**config.mk**
```make
export PLATFORM = sky130hd
export DESIGN_NAME = rmq_div_lane
export DESIGN_NICKNAME = d
export VERILOG_FILES = /design/src/rmq_div_lane.sv
export SDC_FILE = /design/constraint.sdc
export NUM_CORES = 2
export LEC_CHECK = 0
export BUFFER_PORTS_ARGS = -buffer_cell sky130_fd_sc_hd__buf_2
export CORE_MARGIN = 1.5
export CORE_UTILIZATION = 50
export CTS_BUF_LIST = sky130_fd_sc_hd__clkbuf_8
export DETAILED_ROUTE_END_ITERATION = 7
export PLACE_DENSITY = 0.66
export SYNTH_ARGS = -nofsm -noshare
export SYNTH_HDL_FRONTEND = slang
export SYNTH_SLANG_ARGS = --single-unit
```
**constraint.sdc**
```tcl
create_clock -name i_clk -period 4.9 [get_ports i_clk]
set_input_delay 0 -clock i_clk [delete_from_list [all_inputs] [get_ports i_clk]]
set_output_delay 0 -clock i_clk [all_outputs]
set_load 0.02 [all_outputs]
```
**src/rmq_div_lane.sv**
```systemverilog
// Pipelined restoring divider lane: one quotient bit per stage plus an
// overflow stage. Uses no package items; driven by the top-level enable.
module rmq_div_lane #(
    parameter int CW = 48,
    parameter int QB = 16,
    parameter int RW = 17
) (
    input  logic          i_clk,
    input  logic          i_en,
    input  logic [CW-1:0] i_num,
    input  logic [RW:0]   i_den,
    output logic [QB-1:0] o_quot,
    output logic          o_ovf
);

    logic [CW-1:0] r_rem [0:QB];
    logic [RW:0]   r_den [0:QB];
    logic [QB-1:0] r_q   [0:QB];
    logic          r_ovf [0:QB];

    logic [CW-1:0] n_rem [0:QB];
    logic [QB-1:0] n_q   [0:QB];
    logic          n_ovf [0:QB];

    genvar s;
    generate
        for (s = 0; s <= QB; s++) begin : g_step
            localparam int SH = QB - s;
            logic [CW-1:0] w_rem_in;
            logic [CW-1:0] w_dsh;
            logic          w_ge;

            if (s == 0) begin : g_first
                assign w_rem_in = i_num;
                assign w_dsh    = CW'(i_den) << SH;
                assign w_ge     = w_rem_in >= w_dsh;
                // top stage only flags a quotient that does not fit
                assign n_rem[s] = w_rem_in;
                assign n_q[s]   = '0;
                assign n_ovf[s] = w_ge;
            end else begin : g_rest
                assign w_rem_in = r_rem[s-1];
                assign w_dsh    = CW'(r_den[s-1]) << SH;
                assign w_ge     = w_rem_in >= w_dsh;
                assign n_rem[s] = w_ge ? (w_rem_in - w_dsh) : w_rem_in;
                assign n_q[s]   = r_q[s-1] | (QB'(w_ge) << SH);
                assign n_ovf[s] = r_ovf[s-1];
            end

            always_ff @(posedge i_clk) begin
                if (i_en) begin
                    r_rem[s] <= n_rem[s];
                    r_q[s]   <= n_q[s];
                    r_ovf[s] <= n_ovf[s];
                    r_den[s] <= (s == 0) ? i_den : r_den[(s == 0) ? 0 : s-1];
                end
            end
        end
    endgenerate

    assign o_quot = r_q[QB];
    assign o_ovf  = r_ovf[QB];

endmodule
```
==> impl_metrics.tcl <==
set metrics [dict create \
    critPathSlowestCell "nor4_2" \
    crit_arrival_ps 4960 \
    leakage_nw 26.2 \
    vias 40800 \
    final_common_cell "edfxtp_1" \
    cts_sinks 1209 \
    worst-endpoint-required_ps 5530 \
    viasPerCell 5.50 \
    slew_headroom_pct 32.0 \
    rows 129 \
    wl_um 127000 \
    io_pins 85 \
    antenna_found_initial 1 \
    io_buffers 84 \
    overflow 0 \
    p_per_area_nw_per_um2 474 \
    cts_htree_levels 4 \
    path_clk_slew_ps 60 \
    max_cap_viol_count 0 \
    cts_buffers 201 \
    p_total_mw 33.1 \
    die_area_um2 126000 \
    finalSetupTns_ps 0 \
    pre_cts_ws_ps -91.4 \
    core_um2 123000 \
    grtUsageTotal_pct 20.1 \
    dp_hpwl_um 93400 \
    final_cell_mix "edfxtp_1, inv_1, nand2_1" \
    hold_violations 0 \
    netlist.top_cell.by_area "edfxtp_1" \
    drtIter0Drc 2220 \
    startpoint_type "flop" \
    synth_cell_type_count 86 \
    grt_pass1_wl_um 203000 \
    ys.flop_type "edfxtp_1" \
    wl_per_cell_um 17.2 \
    grt_max_degree 123 \
    cp_cell_sequence "nor4_1, nand3b_1, nor4_2, nand3_1, a21oi_4, clkinv_1, nand2_1, nor3_1, xor2_1" \
    max-vdd-ir-drop_mv 0.340 \
    holdWs_ps 267 \
    drive_gt1_share_pct 8.72 \
    slew_violations 0 \
    syn_area_per_cell_um2 11.8 \
    grt_pass1_vias 42500 \
    clock.fmax_mhz 231 \
    gp_congestion 0.945 \
    start_util_pct 50.4 \
    synth_top_area_share_pct 58.4 \
    hold_class "input port to flop" \
    path_max_fanout 30 \
    synth_seq_cells 1209 \
    hp-start "i_en" \
    rsz0062_at_grt "false" \
    path_buf_inv 1 \
    synth_area_leaders "edfxtp_1, ha_1, xor2_1" \
    syn_nets 5640 \
    syn_inst 5251 \
    cts_tree "done" \
    clock_path_buffers 3 \
    syn_to_final_growth_pct 12.4 \
    drc_errors 0 \
    async_flop_share_pct 0 \
    final-setup-viol-count 0 \
    min_period_ps 4330 \
    cts_root_buffer "clkbuf_8" \
    final_area_um2 69900 \
    die_y_um 356 \
    synth_area_um2 62200 \
    layout.cells.non_filler 7421 \
    cts_setup_buffers 0 \
    drtPass1Iterations 6 \
    insertion_delay_ps 890 \
    outcome "complete, no violations" \
    yosysWarnings 0 \
    yosysSeqAreaShare_pct 58.4 \
    worstSetupStartpoint "r_rem[0][34]" \
    fp.dieW_um 356 \
    synth_edf_count 1209 \
    layout.nets 6024 \
    crit_family "simple AND/OR/NAND/NOR gates" \
    rr_startpoint "r_rem[0][34]" \
    cp-end-kind "flop" \
    finalCritPeriodShare_pct 88.3 \
    nFillCells 10100 \
    worstMarginPinSlew_ps 1020 \
    layout_setup_ws_ps 571 \
    dpl-instance-area_um2 64900 \
    finClkSkew_ps 33.3 \
    ant_nets 0 \
    cpPeakStageDelay_ps 680 \
    place_inst 6936 \
    final_core_util_pct 56.6 \
    critPathKind "flop to flop" \
]
[power breakdown]
group          internal (mW)  switching [mW]
clock network           4.09            3.91
logic                   4.29            5.93
registers               13.8            1.12
total                   22.2            11.0
[per-layer routing]
layer / global-route usage [%] / share of wire, %
met5: 0 / 0
met4: 14.4 / 6.7
met3: 3.17 / 3.1
met2: 40.7 / 56
met1: 17.4 / 34
[synth_stat cells, drive strengths merged (38+ instances only)]
cell and instances:
o21ai 304, nor2b 46, or3 52, xor2 270, clkbuf 96, a21oi 279
nor3 140, nor4 131, nand2b 60, o21a 61, ha 306, nand4 70
a211oi 38, nand2 418, inv 391, nor2 342, or4 59, xnor2 258
edfxtp 1209, nand3 92, a21o 110
[sequential cells by signal, summed over array words and instances (netlist names)]
register	count
r_rem	768
r_den	288
r_q	136
r_ovf	17
[cells by family after synthesis]
kind of cell	Yosys count	share of synthesized area (%)
AND/OR/NAND/NOR	1609	13.3
adder cells (fa/ha/maj)	321	6.64
flip-flops	1209	58.4
multiplexers	30	0.541
XOR/XNOR	528	7.44
buffers and inverters	501	3.04
AO/OA/AOI/OAI	1053	10.6
[layout make-up]
| class | count | area [um2] | area share, % |
|---|---|---|---|
| clock buffers | 201 | 2770 | 3.96 |
| diodes | 1 | 2.50 | 0.00358 |
| inverters | 393 | 1480 | 2.11 |
| repair buffers | 289 | 2400 | 3.44 |
| clock inverters | 150 | 830 | 1.19 |
| flip-flops and latches | 1209 | 36300 | 52.0 |
| well taps | 1637 | 2050 | 2.93 |
| multi-input cells | 3541 | 24000 | 34.4 |
[timing repair]
item,4_1_cts,5_1_grt
resized for setup,1,1
setup endpoints to repair,5,5
hold endpoints to repair,638,0
hold buffers,133,0
[path summary, 6_finish.rpt]
path,endpoint,slack (ps),cells past startpoint
worst min register to register,r_q[1][57],410,0
worst max register to register,r_rem[0][89],570,9
worst min-delay path,r_rem[0][34],270,2
worst max-delay path,r_rem[0][89],570,9
[worst reg2reg max path: stages, from the launching register on]
cell	delay (ps)
edfxtp_1	480
nor4_1	580
nand3b_1	240
nor4_2	680
nand3_1	240
a21oi_4	620
clkinv_1	610
nand2_1	390
nor3_1	100
xor2_1	150
No activity file was read; power rests on OpenSTA's default activity.
